### src/sv/eink_frame_timing_sequencer_top_assert.svh
// Assertion macros used by the frame timing sequencer top module.
`ifndef EINK_FRAME_TIMING_SEQUENCER_TOP_ASSERT_SVH
`define EINK_FRAME_TIMING_SEQUENCER_TOP_ASSERT_SVH

// Same-cycle implication, checked on every rising clock edge outside reset.
`define EFTSEQ_ASSERT_NOW(label, ante, cons) \
	label: assert property (@(posedge clk) disable iff (!arst_n) (ante) |-> (cons)) \
		else $error("eftseq assertion failed");

// Next-cycle implication, checked on every rising clock edge outside reset.
`define EFTSEQ_ASSERT_NEXT(label, ante, cons) \
	label: assert property (@(posedge clk) disable iff (!arst_n) (ante) |=> (cons)) \
		else $error("eftseq assertion failed");

`endif

### src/sv/eftseq_pkg.sv
// Types and constants shared by the frame timing sequencer modules.
`timescale 1ns / 1ps

package eftseq_pkg;

	localparam int PAT_W = 16;

	typedef enum logic [3:0] {
		PH_IDLE    = 4'd0,
		PH_STV     = 4'd1,
		PH_STV_CKV = 4'd2,
		PH_FGAP    = 4'd3,
		PH_STH     = 4'd4,
		PH_STH_CKH = 4'd5,
		PH_LGAP    = 4'd6,
		PH_BHI     = 4'd7,
		PH_BLO     = 4'd8,
		PH_LEH     = 4'd9,
		PH_LEH_GAP = 4'd10,
		PH_CKV     = 4'd11,
		PH_CKV_GAP = 4'd12,
		PH_DONE    = 4'd13
	} phase_t;

	typedef enum logic [1:0] {
		REG_LINE_COUNT       = 2'd0,
		REG_CLOCKS_PER_LINE  = 2'd1,
		REG_PHASE_TICKS      = 2'd2,
		REG_BURST_HALF_TICKS = 2'd3
	} cfg_reg_t;

	typedef struct packed {
		logic [11:0] line_count;
		logic [9:0]  clocks_per_line;
		logic [15:0] phase_ticks;
		logic [7:0]  burst_half_ticks;
	} cfg_t;

	typedef struct packed {
		logic             stv;
		logic             ckv;
		logic             sth;
		logic             ckh;
		logic             leh;
		logic [PAT_W-1:0] data_bus;
		logic             bus_drive;
		logic             busy_res;
		logic             frame_done;
	} res_t;

	localparam logic [11:0] LINE_COUNT_RST       = 12'd1500;
	localparam logic [9:0]  CLOCKS_PER_LINE_RST  = 10'd250;
	localparam logic [15:0] PHASE_TICKS_RST      = 16'd200;
	localparam logic [7:0]  BURST_HALF_TICKS_RST = 8'd2;

endpackage

### src/sv/eink_frame_timing_sequencer_top.sv
// The pin levels for a tick are registered and appear on the master side in the cycle after it is accepted.
// Throughput: one tick per cycle while m_axis_tready holds; the single result register refills in the cycle it drains.
// A frame spans many ticks, set by the line, clock, phase tick and burst half tick registers.
// Reset (arst_n low) returns the sequencer to idle, clears the bus latch and loads the
// register defaults of 1500 lines and the CLOCKS_PER_LINE_RST, PHASE_TICKS_RST and BURST_HALF_TICKS_RST values.
`timescale 1ns / 1ps
`include "eink_frame_timing_sequencer_top_assert.svh"

module eink_frame_timing_sequencer_top #(
	parameter int BUS_WIDTH = 16
) (
	input  logic        clk,
	input  logic        arst_n,
	// Slave side. tdata from bit 0: start_req, pattern[15:0], zero padding.
	input  logic        s_axis_tvalid,
	output logic        s_axis_tready,
	input  logic [23:0] s_axis_tdata,
	// Master side. tdata from bit 0: stv, ckv, sth, ckh, leh, data_bus[15:0],
	// bus_drive, busy_res, zero padding. tlast carries frame_done.
	output logic        m_axis_tvalid,
	input  logic        m_axis_tready,
	output logic [23:0] m_axis_tdata,
	output logic        m_axis_tlast,
	// Configuration write channel; cfg_index selects the register.
	input  logic        cfg_valid,
	output logic        cfg_ready,
	input  logic [1:0]  cfg_index,
	input  logic [15:0] cfg_data
);
	import eftseq_pkg::*;

	cfg_t cfg;
	res_t res_d, res_q;
	logic in_accept;
	logic out_valid;

	// A new tick is taken whenever the result register is empty or being drained
	// in the same cycle, so a full stream runs at one tick per cycle while m_axis_tready holds.
	assign s_axis_tready = !out_valid || m_axis_tready;
	assign in_accept     = s_axis_tvalid && s_axis_tready;

	eftseq_cfg u_cfg (
		.clk      (clk),
		.arst_n   (arst_n),
		.wr_valid (cfg_valid),
		.wr_ready (cfg_ready),
		.wr_index (cfg_reg_t'(cfg_index)),
		.wr_data  (cfg_data),
		.cfg      (cfg)
	);

	// The sequencer state advances by exactly one tick per accepted
	// transaction, and the pin levels it computes go straight to the
	// result register.
	eftseq_core #(
		.BUS_WIDTH (BUS_WIDTH)
	) u_core (
		.clk       (clk),
		.arst_n    (arst_n),
		.tick      (in_accept),
		.start_req (s_axis_tdata[0]),
		.pattern   (s_axis_tdata[PAT_W:1]),
		.cfg       (cfg),
		.res       (res_d)
	);

	eftseq_out u_out (
		.clk        (clk),
		.arst_n     (arst_n),
		.load       (in_accept),
		.res_d      (res_d),
		.take       (m_axis_tready),
		.hold_valid (out_valid),
		.res_q      (res_q)
	);

	assign m_axis_tvalid = out_valid;
	assign m_axis_tlast  = res_q.frame_done;
	assign m_axis_tdata  = {1'b0, res_q.busy_res, res_q.bus_drive, res_q.data_bus,
		res_q.leh, res_q.ckh, res_q.sth, res_q.ckv, res_q.stv};

	// Every accepted tick leaves a result waiting in the next cycle.
	`EFTSEQ_ASSERT_NEXT(a_tick_gives_result, in_accept, m_axis_tvalid)
	// The bus carries a word only while it is driven.
	`EFTSEQ_ASSERT_NOW(a_bus_released_zero, m_axis_tvalid && (m_axis_tdata[20:5] != 16'd0),
		m_axis_tdata[21])
	// The end-of-frame pulse is never flagged while the frame is busy or the bus is driven.
	`EFTSEQ_ASSERT_NOW(a_done_not_busy, m_axis_tvalid && m_axis_tlast,
		!m_axis_tdata[22] && !m_axis_tdata[21])
	// Vertical and horizontal start pulses never overlap.
	`EFTSEQ_ASSERT_NOW(a_start_pulses_apart, m_axis_tvalid,
		!(m_axis_tdata[0] && m_axis_tdata[2]))

endmodule

### src/sv/eftseq_cfg.sv
// Configuration register file of the frame timing sequencer.
`timescale 1ns / 1ps

module eftseq_cfg (
	input  logic                    clk,
	input  logic                    arst_n,
	input  logic                    wr_valid,
	output logic                    wr_ready,
	input  eftseq_pkg::cfg_reg_t    wr_index,
	input  logic [15:0]             wr_data,
	output eftseq_pkg::cfg_t        cfg
);
	import eftseq_pkg::*;

	cfg_t cfg_q;

	assign wr_ready = 1'b1;
	assign cfg      = cfg_q;

	always_ff @(posedge clk or negedge arst_n) begin
		if (!arst_n) begin
			cfg_q.line_count       <= LINE_COUNT_RST;
			cfg_q.clocks_per_line  <= CLOCKS_PER_LINE_RST;
			cfg_q.phase_ticks      <= PHASE_TICKS_RST;
			cfg_q.burst_half_ticks <= BURST_HALF_TICKS_RST;
		end else if (wr_valid && wr_ready) begin
			unique case (wr_index)
				REG_LINE_COUNT:       cfg_q.line_count       <= wr_data[11:0];
				REG_CLOCKS_PER_LINE:  cfg_q.clocks_per_line  <= wr_data[9:0];
				REG_PHASE_TICKS:      cfg_q.phase_ticks      <= wr_data[15:0];
				REG_BURST_HALF_TICKS: cfg_q.burst_half_ticks <= wr_data[7:0];
				default: ;
			endcase
		end
	end

endmodule

### src/sv/eftseq_core.sv
// Sequencer state and the per-tick next-state and pin-level logic.
`timescale 1ns / 1ps

module eftseq_core #(
	parameter int BUS_WIDTH = 16
) (
	input  logic                           clk,
	input  logic                           arst_n,
	input  logic                           tick,
	input  logic                           start_req,
	input  logic [eftseq_pkg::PAT_W-1:0]   pattern,
	input  eftseq_pkg::cfg_t               cfg,
	output eftseq_pkg::res_t               res
);
	import eftseq_pkg::*;

	// Only the low bits that fit both the bus and the pattern field are kept.
	localparam int KEEP_W = (BUS_WIDTH < PAT_W) ? BUS_WIDTH : PAT_W;

	phase_t            ph_q, ph_n;
	logic [11:0]       line_q, line_n, line_inc;
	logic [9:0]        burst_q, burst_n, burst_inc;
	logic [15:0]       tick_q, tick_n, len;
	logic [16:0]       tick_inc;
	logic [KEEP_W-1:0] pat_q, pat_n, latch_q, latch_n;
	logic              active;
	logic [PAT_W-1:0]  bus_word;

	always_comb begin
		ph_n      = ph_q;
		line_n    = line_q;
		burst_n   = burst_q;
		tick_n    = tick_q;
		pat_n     = pat_q;
		latch_n   = latch_q;
		line_inc  = line_q + 12'd1;
		burst_inc = burst_q + 10'd1;
		tick_inc  = {1'b0, tick_q} + 17'd1;
		len       = ((ph_q == PH_BHI) || (ph_q == PH_BLO)) ?
			{8'd0, cfg.burst_half_ticks} : cfg.phase_ticks;

		if (ph_q == PH_IDLE) begin
			if (start_req) begin
				pat_n   = pattern[KEEP_W-1:0];
				ph_n    = PH_STV;
				tick_n  = '0;
				line_n  = '0;
				burst_n = '0;
			end
		end else if (ph_q == PH_DONE) begin
			ph_n   = PH_IDLE;
			tick_n = '0;
		end else if (tick_inc < {1'b0, len}) begin
			tick_n = tick_inc[15:0];
		end else begin
			tick_n = '0;
			case (ph_q)
				PH_LGAP: begin
					ph_n    = PH_BHI;
					latch_n = pat_q;
				end
				PH_BLO: begin
					if (burst_inc >= cfg.clocks_per_line) begin
						burst_n = '0;
						ph_n    = PH_LEH;
					end else begin
						burst_n = burst_inc;
						ph_n    = PH_BHI;
					end
				end
				PH_CKV_GAP: begin
					if (line_inc >= cfg.line_count) begin
						line_n = '0;
						ph_n   = PH_DONE;
					end else begin
						line_n = line_inc;
						ph_n   = PH_STH;
					end
				end
				default: ph_n = phase_t'(4'(ph_q) + 4'd1);
			endcase
		end
	end

	// Pin levels of this tick follow the phase entered on it.
	always_comb begin
		active   = (ph_n >= PH_STV) && (ph_n <= PH_CKV_GAP);
		bus_word = '0;
		if (active) begin
			bus_word[KEEP_W-1:0] = latch_n;
		end
		res.stv        = (ph_n == PH_STV) || (ph_n == PH_STV_CKV);
		res.ckv        = (ph_n == PH_STV_CKV) || (ph_n == PH_CKV);
		res.sth        = (ph_n == PH_STH) || (ph_n == PH_STH_CKH);
		res.ckh        = (ph_n == PH_STH_CKH) || (ph_n == PH_BHI);
		res.leh        = (ph_n == PH_LEH);
		res.data_bus   = bus_word;
		res.bus_drive  = active;
		res.busy_res   = active;
		res.frame_done = (ph_n == PH_DONE);
	end

	always_ff @(posedge clk or negedge arst_n) begin
		if (!arst_n) begin
			ph_q    <= PH_IDLE;
			line_q  <= '0;
			burst_q <= '0;
			tick_q  <= '0;
			pat_q   <= '0;
			latch_q <= '0;
		end else if (tick) begin
			ph_q    <= ph_n;
			line_q  <= line_n;
			burst_q <= burst_n;
			tick_q  <= tick_n;
			pat_q   <= pat_n;
			latch_q <= latch_n;
		end
	end

endmodule

### src/sv/eftseq_out.sv
// Result register that holds one set of pin levels until it is taken.
`timescale 1ns / 1ps

module eftseq_out (
	input  logic             clk,
	input  logic             arst_n,
	input  logic             load,
	input  eftseq_pkg::res_t res_d,
	input  logic             take,
	output logic             hold_valid,
	output eftseq_pkg::res_t res_q
);
	import eftseq_pkg::*;

	logic valid_q;

	assign hold_valid = valid_q;

	always_ff @(posedge clk or negedge arst_n) begin
		if (!arst_n) begin
			valid_q <= 1'b0;
		end else if (load) begin
			valid_q <= 1'b1;
		end else if (take) begin
			valid_q <= 1'b0;
		end
	end

	always_ff @(posedge clk) begin
		if (load) begin
			res_q <= res_d;
		end
	end

endmodule
### config.mk
export PLATFORM = sky130hd
export DESIGN_NAME = eink_frame_timing_sequencer_top
export DESIGN_NICKNAME = d
export VERILOG_FILES = /design/src/sv/eftseq_pkg.sv /design/src/sv/eink_frame_timing_sequencer_top.sv /design/src/sv/eftseq_cfg.sv /design/src/sv/eftseq_core.sv /design/src/sv/eftseq_out.sv
export VERILOG_INCLUDE_DIRS = /design/src /design/src/sv
export SDC_FILE = /design/constraint.sdc
export NUM_CORES = 1
export LEC_CHECK = 0
export BUFFER_PORTS_ARGS = -buffer_cell sky130_fd_sc_hd__buf_2
export CORE_AREA = 3 3 164 166
export DETAILED_ROUTE_END_ITERATION = 10
export DIE_AREA = 0 0 167 169
export PLACE_DENSITY = 0.43
export RECOVER_POWER = 100
export SETUP_SLACK_MARGIN = 0.4
export SLEW_MARGIN = 0
export SYNTH_ARGS = -nofsm -noshare
export SYNTH_HDL_FRONTEND = slang
export SYNTH_SLANG_ARGS = --single-unit
### constraint.sdc
create_clock -name clk -period 5.4 [get_ports clk]
set_clock_uncertainty 0.1 [all_clocks]
set_input_delay 0.27 -clock clk [delete_from_list [all_inputs] [get_ports clk]]
set_output_delay 0.27 -clock clk [all_outputs]
set_load 0.02 [all_outputs]
==> results.tsv <==
stage	metric	value	unit
synthesis	synth_most_common_cell	dfrtp_1	
global_routing	grtUsageTotal	13.3	%
synthesis	mappedNetlistNets	791	
power	p_int	2250	uW
timing	worstMarginPinSlew	4.07	ns
synthesis	synth_fa_ha_area_share	7.20	%
synthesis	synth_compound_area_share	10.7	%
synthesis	yosysTopAreaCellShare	34.1	%
floorplanning	row_count	59	
global_routing	antenna_found_initial	0	
global_routing	grt_pass1_wl	30.3	mm
run	maxCapViolCount	3	
power	leakage	0.00408	uW
synthesis	syn_avg_cell_area	10.9	um^2
floorplanning	initial_core_util	29.7	%
detailed_routing	wl_per_cell	15.8	um
detailed_routing	drt-initial-drc-count	359	
min_path	worstHoldPathType	in -> reg	
power	finalPower	3280	uW
synthesis	yosys.area.top_type	dfrtp_1	
timing	hold_viol	0	
floorplanning	core_area	25800	um^2
timing	setup_viol	0	
timing	max_freq	204	MHz
critical_path	path_max_fanout	17	
critical_path	cp-start-kind	flop	
synthesis	synth-edff-count	23	
detailed_routing	vias_per_cell	4.85	
global_routing	grt_start_max_net_pins	75	
synthesis	synth.area.top_cells	dfrtp_1 34%, mux2_2 9.9%, edfxtp_1 9.0%, ha_1 7.2%, dfstp_2 5.8%	
synthesis	synth_commonest_cells	104 x dfrtp_1, 72 x nand2_1, 67 x mux2_2, 46 x o21ai_0, 44 x ha_1	
final_layout	area_delta_synth_final	19.0	%
clock_tree	clk_path_buf_depth	2	
global_routing	overflow	0	
detailed_routing	routed.top_layer	met4	
synthesis	synth_warnings	0	
power	power_frac_clock	35.2	%
clock_tree	cts_buffers	17	
synthesis	synth-main-ff-cell	dfrtp_1	
final_layout	fillers	2579	
power	p_comb_share	21.8	%
detailed_routing	wl_met2	8.49	mm
final_layout	diodes	0	
clock_tree	clk_pin_slew_worst_paths	0.07	ns
place	globalplace.congestion	0.834	
min_path	hold_depth	3	
timing	rsz0062_at_grt	no	
timing	finalSetupTns	0	ns
critical_path	cp-end-kind	flop	
clock_tree	cts_tree	built	
clock_tree	clock_latency	0.42	ns
floorplanning	die_h	169	um
floorplanning	die_w	167	um
timing	fin_crit	4.91	ns
final_layout	layout-drive-gt1-share	20.4	%
final_layout	utilization	35.3	%
detailed_routing	drt_wl_total	17.9	mm
critical_path	critPathKind	reg -> reg	
clock_tree	clock_sinks	144	
timing	finalCritPeriodShare	90.9	%
synthesis	ys_seq_elements	144	
synthesis	synth_area	7640	um^2
power	swShare	31.4	%
power	ir_drop	0.151	mV
run_status	status	complete, but fails checks	
global_routing	grt_pass1_vias	5733	
floorplanning	io_pins	75	
timing	drv_slew	132	
synthesis	async_flop_share	84.0	%
detailed_routing	wl_met3	615	um
synthesis	synthCells	700	
synthesis	yosys.area_share.simple	12.9	%
clock_tree	clockRootBuffer	clkbuf_16	
power	power.density	361	nW/um^2
place	place_hpwl	12.9	mm
floorplanning	dieArea	28200	um^2
critical_path	critPathRequiredTime	5.58	ns
synthesis	synth_top_family_by_area	multiplexers	
critical_path	worstPathArrival	5.09	ns
synthesis	synth_xor_area_share	3.78	%
power	p_seq_share	43.0	%
synthesis	synthDistinctLibCells	58	
detailed_routing	wl_met1	8.62	mm
synthesis	muxShareOfSynthArea	13.1	%
place	portBuffers	65	
clock_tree	cts_htree_levels	4	
synthesis	ys_seq_area_share	48.9	%
detailed_routing	ant_nets	0	
final_layout	nets	882	
power	p_switching	1030	uW
timing	slew_headroom	-172	%
detailed_routing	vias	5524	
detailed_routing	drcViolationCount	0	
critical_path	r2r_cells	15	
timing	post-route-worst-setup-slack	0.492	ns
detailed_routing	dr.pass1.iters	4	
run_status	violations	max-capacitance violations, max-slew violations	
place	pre_cts_slack	0.654	ns
-- area by class of cell --
class                      count  area (um^2)  share of cell area [%]
clock buffer                  18          450                    4.95
multi-input combinational    501         3660                    40.3
sequential                   144         3740                    41.1
tap                          335          419                    4.61
timing repair buffer          99          589                    6.48
inverter                      28          105                    1.16
clock inverter                14          128                    1.40
-- through the flow --
stage	hold slack, ns	cell area [um^2]	instances
2_1_floorplan	-0.126	7640	700
3_3_place_gp	0.368	8310	1080
3_5_place_dp	0.382	8310	1080
4_1_cts	0.00256	9130	1136
5_1_grt	0.0312	9100	1139
6_report	0.0234	9100	1139
-- what timing repair did --
item / in CTS / in global routing
hold buffers: 24 / 1
endpoints found under the setup margin: 0 / 22
resized for setup: 0 / 3
hold endpoints to repair: 83 / 1
setup buffers: 0 / 2
-- layer usage --
metal | GRT usage, % | vias to the layer above
met5 | 0 | -
met4 | 4.23 | 0
met3 | 2.83 | 16
met2 | 21.7 | 94
met1 | 17.8 | 2717
li1 | - | 2697
-- registers in the layout (all words and copies together) (netlist names) --
register,count
u_cfg.cfg,46
u_core.burst_q,10
u_core.latch_q,16
u_core.line_q,12
u_core.pat_q,16
u_core.ph_q,4
u_core.tick_q,16
u_out.hold_valid,1
u_out.res_q,23
-- placed cells by master (no fill, tap or decap), types with 4 or more instances in the layout --
master / n
a21o_1: 4
a21oi_1: 20
a22o_1: 16
and3_1: 9
and4_1: 4
buf_2: 36
buf_4: 4
clkbuf_1: 33
clkbuf_16: 18
dfrtp_1: 104
dfstp_2: 17
dlygate4sd3_1: 25
edfxtp_1: 23
ha_1: 44
inv_1: 28
inv_6: 4
mux2_2: 67
mux2i_1: 23
nand2_1: 72
nand2b_1: 14
nand3_1: 30
nand4_1: 8
nor2_1: 43
nor3_1: 4
o21ai_0: 46
or3_1: 5
xnor2_1: 17
xor2_1: 16
-- worst max-delay path: stages (launching register included) --
cell,delay (ns)
dfrtp_1,0.45
and4_1,0.28
and4_1,0.31
nand3_1,0.23
nor2_1,0.26
nand3_1,0.18
xnor2_1,0.18
ha_1,0.30
nand3_1,0.10
or3_1,0.43
a311o_1,0.37
and4_1,0.33
a311o_1,0.37
a211oi_2,0.29
mux2_4,0.44
nor2_1,0.15
-- power by group through the flow --
stage | sequential (uW) | combinational, uW | clock, uW
floorplan | 1410 | 505 | 0
global placement | 1420 | 689 | 0
detailed placement | 1430 | 716 | 0
CTS | 1410 | 735 | 1200
global route | 1440 | 815 | 1240
finish | 1410 | 715 | 1160
-- worst paths after layout --
kind | slack, ns | start | to
worst max-delay path | 0.49 | u_core.tick_q[2]$_DFFE_PN0P_ | u_out.res_q[11]$_SDFFCE_PN0P_
worst min-delay path | 0.02 | cfg_data[2] | u_cfg.cfg[36]$_DFFE_PN1P_
worst max register to register | 0.49 | u_core.tick_q[2]$_DFFE_PN0P_ | u_out.res_q[11]$_SDFFCE_PN0P_
worst min register to register | 0.40 | u_cfg.cfg[2]$_DFFE_PN0P_ | u_cfg.cfg[2]$_DFFE_PN0P_
max in group asynchronous | 1.15 | arst_n | u_cfg.cfg[35]$_DFFE_PN0P_
min in group asynchronous | 1.72 | arst_n | u_core.pat_q[13]$_DFFE_PN0P_
-- kinds of logic (layout without fill, tap and decap cells) --
group / count (synthesis) / after routing
buffers and inverters: 55 / 159
and+or+nand+nor: 207 / 207
other: 2 / 2
adders and majority gates: 44 / 44
DFF: 144 / 144
AOI/OAI and AO/OA: 124 / 124
xor gates and xnor gates: 33 / 33
muxes: 91 / 91
(Power assumes the default switching activity.)
